===== config.mk =====
export PLATFORM = sky130hd
export DESIGN_NAME = trilat_sqrt_cell
export DESIGN_NICKNAME = d
export VERILOG_FILES = /design/src/rtl/trilateration_three_anchor_top_assert.svh /design/src/rtl/trilat_sqrt_cell.sv
export SDC_FILE = /design/constraint.sdc
export NUM_CORES = 1
export LEC_CHECK = 0
export BUFFER_PORTS_ARGS = -buffer_cell sky130_fd_sc_hd__buf_2
export CORE_UTILIZATION = 53
export CTS_BUF_LIST = sky130_fd_sc_hd__clkbuf_8
export DETAILED_ROUTE_END_ITERATION = 8
export GPL_ROUTABILITY_DRIVEN = 0
export GPL_TIMING_DRIVEN = 0
export PLACE_DENSITY_LB_ADDON = 0.08
export SLEW_MARGIN = 30
export SYNTH_ARGS = -nofsm -noshare
export SYNTH_HDL_FRONTEND = slang
export SYNTH_SLANG_ARGS = --single-unit
export TNS_END_PERCENT = 50

===== constraint.sdc =====
create_clock -name clock -period 2.84 [get_ports clock]
set_input_delay 0.284 -clock clock [delete_from_list [all_inputs] [get_ports clock]]
set_output_delay 0.284 -clock clock [all_outputs]
set_load 0.02 [all_outputs]

===== src/rtl/trilateration_three_anchor_top_assert.svh =====
// Assertion macros for the trilateration block.
// Depends on nothing; the top level includes it before use.
`ifndef TRILATERATION_THREE_ANCHOR_TOP_ASSERT_SVH
`define TRILATERATION_THREE_ANCHOR_TOP_ASSERT_SVH
`ifndef SYNTH
`define TRI_ASSERT(lbl, clk, rst, prop) \
   lbl: assert property (@(posedge clk) disable iff (rst) prop) \
      else $error("trilateration check failed");
`define TRI_ASSERT_MSG(lbl, clk, rst, prop, msg) \
   lbl: assert property (@(posedge clk) disable iff (rst) prop) \
      else $error(msg);
`else
`define TRI_ASSERT(lbl, clk, rst, prop)
`define TRI_ASSERT_MSG(lbl, clk, rst, prop, msg)
`endif
`endif


===== src/rtl/trilat_sqrt_cell.sv =====
// One digit-by-digit square root step: one root bit at a fixed weight.
// Stand-alone; chained by the top level.
`default_nettype none
module trilat_sqrt_cell #(
   parameter int RAD_BITS  = 48,
   parameter int ROOT_BITS = 24,
   parameter int SHIFT     = 0
) (
   input  wire logic                 clock,
   input  wire logic                 adv,
   input  wire logic [RAD_BITS-1:0]  up_rem,
   input  wire logic [ROOT_BITS-1:0] up_root,
   output logic      [RAD_BITS-1:0]  dn_rem,
   output logic      [ROOT_BITS-1:0] dn_root
);
   logic [RAD_BITS:0]    trial;
   logic                 take;
   logic [RAD_BITS-1:0]  rem_in, rem_ff;
   logic [ROOT_BITS-1:0] root_in, root_ff;

   // (R + 2^k)^2 - R^2 = R * 2^(k+1) + 2^(2k)
   always_comb begin
      trial   = ((RAD_BITS+1)'(up_root) << (SHIFT + 1)) + ((RAD_BITS+1)'(1) << (2 * SHIFT));
      take    = ({1'b0, up_rem} >= trial);
      rem_in  = take ? (up_rem - trial[RAD_BITS-1:0]) : up_rem;
      root_in = up_root;
      root_in[SHIFT] = take;
   end

   always_ff @(posedge clock) begin
      if (adv) begin
         rem_ff  <= rem_in;
         root_ff <= root_in;
      end
   end

   assign dn_rem  = rem_ff;
   assign dn_root = root_ff;
endmodule
`default_nettype wire


==> flow_summary.toml <==
[status]
outcome = "completed"

[floorplanning]
core_um2 = 8220
io_pins = 146
initial_utilization = 0.549
die_width_um = 94.2
rows = 33
die_y_um = 94.2
die_area_um2 = 8880

[setup_path]
worst-path-stages = 11
cp_max_fo = 8
critPathKind = "in -> reg"
cp-startpoint = "up_rem[7]"
critical_path.cell_chain = "buf_2, ha_1, clkbuf_1, a21oi_1, o21ai_0, nor2_2, o21ai_0, and3_1, nor3_2, nand2b_1, xnor2_1"
cp.arrival_ns = 2.71
critPathBufInv = 2
path_common_cell = "o21ai_0"
critPathCaptureType = "register"
required_ns = 2.95
cp_top_family = "simple AND/OR/NAND/NOR gates"
crit_path_end = "dn_rem[40]"
max_stage_delay_ns = 0.34
crit_slowest_cell = "and3_1"
start_kind = "input port"

[power]
leakage_uw = 0.00237
pwr-share-clk = 0.271
switchingPower_uw = 922
p_seq_frac = 0.457
pwr-share-comb = 0.272
vdd_drop_max_mv = 0.324
internal_power_uw = 2010
p_per_area_nw_per_um2 = 525
power.share.switching = 0.315

[synthesis]
synth_area_leaders = "edfxtp_1, ha_1, xor2_1"
syn_nets = 528
syn-cell-area_um2 = 4510
synth.top_cell.area_share = 0.480
syn-instance-count = 428
synth_seq_cells = 72
synthTopCellsByCount = "edfxtp_1, nand2_1, a21oi_1, inv_1, ha_1"
yosysMostFrequentCell = "edfxtp_1"
ys.warnings.count = 0
synth-async-reset-ratio = 0
yosysSeqAreaShare = 0.480
synth_area_leader_cell = "edfxtp_1"
synth_flop_cell = "edfxtp_1"
ys_types = 56
synth.avg_cell_area_um2 = 10.5
synth-edff-count = 72

[global_route]
grt_pass1_wl_um = 15900
antenna_found_initial = 0
gr-usage-all-layers = 0.238
grt_start_max_net_pins = 48
globalRouteOverflowTotal = 0
grt_pass1_vias = 3504

[clock_network]
cts_setup_buffers = 0
cts-root-buf = "clkbuf_8"
cts_max_path_buffers = 2
cts_sinks = 72
htree_levels = 3
cts_buffers = 9
tritoncts = "done"
clk_pin_slew_ns = 0.08

[timing]
fin_crit_ns = 2.61
hold_viol_final = 0
fin_ws_ns = 0.234
rsz0062_at_grt = "false"
fmax_mhz = 384
setup_viol = 0
slew_headroom = 0.624
tightest_slew_ns = 0.558
fin_crit_sh = 0.918
final_max_slew_viol_count = 0

[drt]
highest_layer = "met4"
first_pass_iters = 4
wl_met3_um = 912
ant_nets = 0
drc = 0
route.met2.wl_um = 4450
drt-met1-wl_um = 4510
drtIter0Drc = 146
routed_wl_um = 10100
drt-wirelength-per-cell_um = 14.6
vias = 3758
vias_per_cell = 5.41

[placed_design]
pre_cts_slack_ns = -0.342
place_inst = 678
place.port_buffers = 144
dp_hpwl_um = 7760

[cells_and_area]
layout-drive-gt1-share = 0.336
layout.cells.non_filler = 694
finalNetCount = 684
utilization = 0.679
n_antenna_cell = 0
syn_to_final_growth_pct = 23.8

[worst_hold_path]
min_path_type = "in -> reg"

[flow_run]
drv_cap = 0
-- power groups by stage --
stage	clock network (µW)	logic [µW]	registers, µW
floorplan	0	354	1520
global placement	0	772	1360
detailed placement	0	790	1360
CTS	801	794	1340
global route	849	870	1350
finish	793	796	1340
-- sequential cells by signal, indices dropped and copies added (netlist names) --
signal and flops:
dn_root 24, dn_rem 48
-- what timing repair did --
item / 4_1_cts / 5_1_grt
setup endpoints to repair: 0 / 7
hold endpoints to repair: 0 / 0
hold buffers: 0 / 0
gates resized for setup: 0 / 3
-- cell type report --
class,instances,area (µm²)
flip-flops and latches,72,2160
clock inverters,7,62.6
well taps,105,131
inverters,31,116
repair buffers,145,743
multi-input cells,306,2130
plain buffers,19,106
clock buffers,9,124
fillers,672,2640
-- layout by cell type (no fill, tap or decap), types with 17 or more instances in the layout --
cell type,synthesis,layout
xnor2_1,21,21
a21oi_1,30,30
buf_2,7,150
o21ai_0,22,22
xor2_1,24,24
o21ai_1,17,17
ha_1,25,25
nand2_1,47,47
nor2_1,20,19
edfxtp_1,72,72
inv_1,30,30
-- through the flow --
step	hold WS [ns]	cell area, µm²	power [µW]	TNS [ns]
after detailed placement	0.479	5380	2150	-2.46
after global placement	0.477	5360	2130	-2.39
after global routing	0.108	5580	3070	0
final	0.115	5580	2930	0
after floorplan	0.383	4510	1880	0
after CTS	0.107	5570	2940	0
-- cells by family (layout without fill, tap and decap cells) --
family,Yosys count,after routing,synth area share
AO/OA/AOI/OAI,105,105,0.151
flip-flops,72,72,0.480
buffers and inverters,50,211,0.0494
multiplexers,1,1,0.00250
XOR/XNOR,45,45,0.0875
adder cells (fa/ha/maj),26,26,0.0738
AND/OR/NAND/NOR,129,129,0.156
-- worst min path at each step --
stage / startpoint / to / slack (ns) / depth (start not counted)
after global routing: up_root[5] / dn_root[5] / 0.11 / 1
after CTS: up_root[5] / dn_root[5] / 0.11 / 1
final: up_root[8] / dn_root[8] / 0.11 / 1
after detailed placement: up_root[5] / dn_root[5] / 0.48 / 1
after global placement: up_root[5] / dn_root[5] / 0.48 / 1
after floorplan: up_root[10] / dn_root[10] / 0.38 / 0
-- metal layers --
layer	vias to the layer above	global-route usage
met3	24	0.0534
li1	1875	-
met1	1698	0.321
met4	0	0.129
met2	161	0.353
met5	-	0
Power figures use the tool's default switching activity.
