`src/rtl/trilateration_three_anchor_top_assert.svh`:
```
// Assertion macros for the trilateration block.
// Depends on nothing; the top level includes it before use.
`ifndef TRILATERATION_THREE_ANCHOR_TOP_ASSERT_SVH
`define TRILATERATION_THREE_ANCHOR_TOP_ASSERT_SVH
`ifndef SYNTH
`define TRI_ASSERT(lbl, clk, rst, prop) \
   lbl: assert property (@(posedge clk) disable iff (rst) prop) \
      else $error("trilateration check failed");
`define TRI_ASSERT_MSG(lbl, clk, rst, prop, msg) \
   lbl: assert property (@(posedge clk) disable iff (rst) prop) \
      else $error(msg);
`else
`define TRI_ASSERT(lbl, clk, rst, prop)
`define TRI_ASSERT_MSG(lbl, clk, rst, prop, msg)
`endif
`endif

```
`src/rtl/trilat_div_cell.sv`:
```
// One restoring division step: one quotient bit at a fixed weight.
// Stand-alone; chained by the top level.
`default_nettype none
module trilat_div_cell #(
   parameter int DEN_BITS = 18,
   parameter int QUO_BITS = 33,
   parameter int SHIFT    = 0
) (
   input  wire logic                         clock,
   input  wire logic                         adv,
   input  wire logic [DEN_BITS+QUO_BITS-1:0] up_rem,
   input  wire logic [DEN_BITS-1:0]          up_den,
   input  wire logic [QUO_BITS-1:0]          up_quo,
   output logic      [DEN_BITS+QUO_BITS-1:0] dn_rem,
   output logic      [DEN_BITS-1:0]          dn_den,
   output logic      [QUO_BITS-1:0]          dn_quo
);
   localparam int REM_W = DEN_BITS + QUO_BITS;

   logic [REM_W-1:0]    den_sh;
   logic                take;
   logic [REM_W-1:0]    rem_in, rem_ff;
   logic [QUO_BITS-1:0] quo_in, quo_ff;
   logic [DEN_BITS-1:0] den_ff;

   always_comb begin
      den_sh = REM_W'(up_den) << SHIFT;
      take   = (up_rem >= den_sh);
      rem_in = take ? (up_rem - den_sh) : up_rem;
      quo_in = up_quo;
      quo_in[SHIFT] = take;
   end

   always_ff @(posedge clock) begin
      if (adv) begin
         rem_ff <= rem_in;
         quo_ff <= quo_in;
         den_ff <= up_den;
      end
   end

   assign dn_rem = rem_ff;
   assign dn_den = den_ff;
   assign dn_quo = quo_ff;
endmodule
`default_nettype wire

```
`config.mk`:
```
export PLATFORM = sky130hd
export DESIGN_NAME = trilat_div_cell
export DESIGN_NICKNAME = d
export VERILOG_FILES = /design/src/rtl/trilateration_three_anchor_top_assert.svh /design/src/rtl/trilat_div_cell.sv
export SDC_FILE = /design/constraint.sdc
export NUM_CORES = 1
export LEC_CHECK = 0
export BUFFER_PORTS_ARGS = -buffer_cell sky130_fd_sc_hd__buf_2
export CORE_ASPECT_RATIO = 0.5
export CORE_MARGIN = 2
export CORE_UTILIZATION = 35
export CTS_CLUSTER_SIZE = 10
export DETAILED_ROUTE_END_ITERATION = 16
export SYNTH_ARGS = -nofsm -noshare
export SYNTH_HDL_FRONTEND = slang
export SYNTH_SLANG_ARGS = --single-unit
```
`constraint.sdc`:
```
create_clock -name clock -period 5.74 [get_ports clock]
set_input_delay 0.574 -clock clock [delete_from_list [all_inputs] [get_ports clock]]
set_output_delay 0.574 -clock clock [all_outputs]
set_load 0.02 [all_outputs]
```
==> impl_metrics.json <==
{
  "pre_cts_ws_ns": 1.88,
  "h-tree-depth": 3,
  "cts_buffers": 9,
  "power_density_nw_per_um2": 290,
  "synth.area.mux_share": 0.00883,
  "hp-class": "in -> reg",
  "worstSetupStartpointType": "input pin",
  "cts_root_buf": "clkbuf_16",
  "drc_errors": 0,
  "core_um2": 14400,
  "cts_buffer_depth": 2,
  "num-nets-final": 729,
  "fin_crit_sh": 0.620,
  "synth_adder_area_share": 0.0481,
  "postCtsSetupRepairBufs": 0,
  "synth_compound_area_frac": 0.0814,
  "synth_nets": 523,
  "die_height_um": 89.4,
  "path_cells": "buf_2 -> inv_1 -> ha_1 -> inv_1 -> fa_1 -> a211oi_1 -> o211ai_1 -> a41oi_1 -> a21oi_1 -> nand4_1 -> nand4_2 -> nor4b_1 -> xor2_1",
  "synth_area_per_cell_um2": 12.8,
  "yosys_warnings": 0,
  "drt_wl_total_mm": 12.3,
  "die_w_um": 175,
  "path_clk_slew_ns": 0.08,
  "dieArea_um2": 15600,
  "vias": 3850,
  "synth-simple-area-share": 0.155,
  "setup_violations": 0,
  "p_leak_nw": 2.81,
  "end_kind": "flip-flop",
  "ys_ff_latch": 102,
  "synth_cell_type_count": 53,
  "worst_path_max_delay_cell": "nor4b_1",
  "grt_pass1_wl_mm": 18.5,
  "criticalPathCategory": "in -> reg",
  "dp_hpwl_mm": 9.35,
  "ios": 206,
  "crit_arrival_ns": 3.64,
  "worstMarginPinSlew_ns": 0.750,
  "max_freq_ghz": 0.281,
  "async_flop_share": 0,
  "crit_fanout": 11,
  "start_util": 0.355,
  "layout_min_cycle_time_ns": 3.56,
  "wl_per_cell_um": 15.2,
  "crit_top_cell": "inv_1",
  "cts_tree": "built",
  "yosys.area.top_type_share": 0.600,
  "max_stage_delay_ns": 0.52,
  "seq_area_frac_synth": 0.600,
  "rsz0062_at_grt": "no",
  "synth-edff-count": 102,
  "setup_tns_ns": 0,
  "layout_setup_ws_ns": 2.18,
  "crit_required_ns": 5.83,
  "area_growth_syn_to_layout_pct": 30.1,
  "rows": 31,
  "gp_congestion": 0.807,
  "holdBufCountCts": 0,
  "drt_iter0_markers": 222,
  "port_buffers": 204,
  "diodes": 0,
  "cts-resized-gates": 0,
  "drtAntennaViolNets": 0,
  "status": "completed",
  "drv_slew": 0,
  "track_usage": 0.153,
  "ys.flop_type": "edfxtp_1",
  "synth_top_family_by_area": "simple AND/OR/NAND/NOR gates",
  "drive_gt1_frac": 0.404,
  "maxCapViolCount": 0,
  "yosysTopAreaCell": "edfxtp_1",
  "synth_xor_area_frac": 0.0805,
  "first_global_vias": 3593,
  "postSynthCellCount": 400,
  "vias_per_cell": 4.76,
  "cts_num_sinks": 102,
  "maxSlewHeadroom": 0.500,
  "synth_area_leaders": "edfxtp_1 60%, ha_1 4.4%, xor2_1 4.3%",
  "grt_start_max_net_pins": 60,
  "antenna_found_initial": 0,
  "vdd_drop_max_mv": 0.111,
  "grt_overflow": 0,
  "finalHoldViolations": 0,
  "netlist_area_um2": 5100,
  "first_pass_iters": 5
}
## cell families (layout without fill, tap and decap cells)
logic type                 after synthesis  in the layout
and+or+nand+nor                        131            131
DFF                                    102            102
buffers and inverters                   31            242
muxes                                    4              4
AOI/OAI and AO/OA                       67             67
xor gates and xnor gates                46             46
adders and majority gates               19             19
## sequential cells by signal, summed over array words and instances, names as in the netlist
register	flops
dn_rem	51
dn_quo	33
dn_den	18
## layout make-up
type | instances | area [µm²]
Clock buffer | 9 | 225
Clock inverter | 7 | 83.8
Fill cell | 1377 | 7710
Inverter | 20 | 75.1
Multi-Input combinational cell | 267 | 1910
Sequential cell | 102 | 3060
Tap cell | 198 | 248
Timing Repair Buffer | 206 | 1040
## cells in the final DEF (no fill, tap or decap), types with 4 or more instances in the layout
cell type	Yosys	final
buf_2	7	203
edfxtp_1	102	102
nor2_1	41	41
a21oi_1	28	28
xor2_1	25	25
inv_1	20	20
xnor2_1	20	20
ha_1	18	18
nand2_1	16	16
o21ai_0	14	14
a21o_1	9	9
nor3_1	9	9
nand4_1	9	9
clkbuf_16	0	9
nand2b_1	7	7
nor4_1	7	7
or3_1	6	6
nand3_1	6	6
or4_1	5	5
nor4_2	4	4
mux2_2	4	4
## routing by layer
metal  track usage  vias to the layer above  wire [µm]
li1              -                     1906          -
met1         0.203                     1819       5540
met2         0.252                      114       5880
met3        0.0421                       11        805
met4        0.0409                        0        110
met5             0                        -          0
## cell usage after synthesis, types with 2 or more instances
cell type / instances
clkbuf_1: 3
nor4_1: 7
ha_1: 18
a21oi_1: 28
xor2_1: 25
a21o_1: 9
nor2b_1: 3
or3_1: 6
inv_1: 20
or4_4: 2
edfxtp_1: 102
o211ai_1: 2
nand4_1: 9
nand2b_1: 7
xnor2_1: 20
nand4_2: 3
nand2_1: 16
nor4_4: 2
mux2_2: 4
o21ai_0: 14
nor3_1: 9
a211oi_1: 2
nor2_1: 41
nand3_1: 6
buf_2: 7
nor4_2: 4
or4_1: 5
## stage by stage
| step | power (mW) | cells | util | hold slack (ns) | instance area [µm²] |
|---|---|---|---|---|---|
| 6_report | 1.93 | 809 | 0.463 | 0.386 | 6640 |
| 4_1_cts | 1.95 | 809 | 0.463 | 0.375 | 6640 |
| 3_5_place_dp | 1.32 | 793 | 0.441 | 0.752 | 6330 |
| 5_1_grt | 2.01 | 809 | 0.463 | 0.370 | 6640 |
| 2_1_floorplan | 1.16 | 400 | - | 0.673 | 5100 |
| 3_3_place_gp | 1.31 | 793 | 0.441 | 0.751 | 6330 |
## final timing paths
check                 depth (start not counted)  slack, ns          to  startpoint
worst max-delay path                         13       2.18  dn_rem[24]   up_rem[0]
worst min-delay path                          1       0.39  dn_quo[16]  up_quo[16]
## critical path: cells and delay by family
kind | cells | cell delay [ns]
adders and majority gates | 2 | 0.59
buffers and inverters | 3 | 0.21
xor gates and xnor gates | 1 | 0.11
AOI/OAI and AO/OA | 4 | 1.03
and+or+nand+nor | 3 | 1.14
## report_power, final
part	total [mW]	switching, mW	leakage, nW	internal [mW]
combinational	0.381	0.240	1.66	0.141
clock	0.629	0.316	0.151	0.314
sequential	0.917	0.0144	0.999	0.903
(Power assumes the default switching activity.)
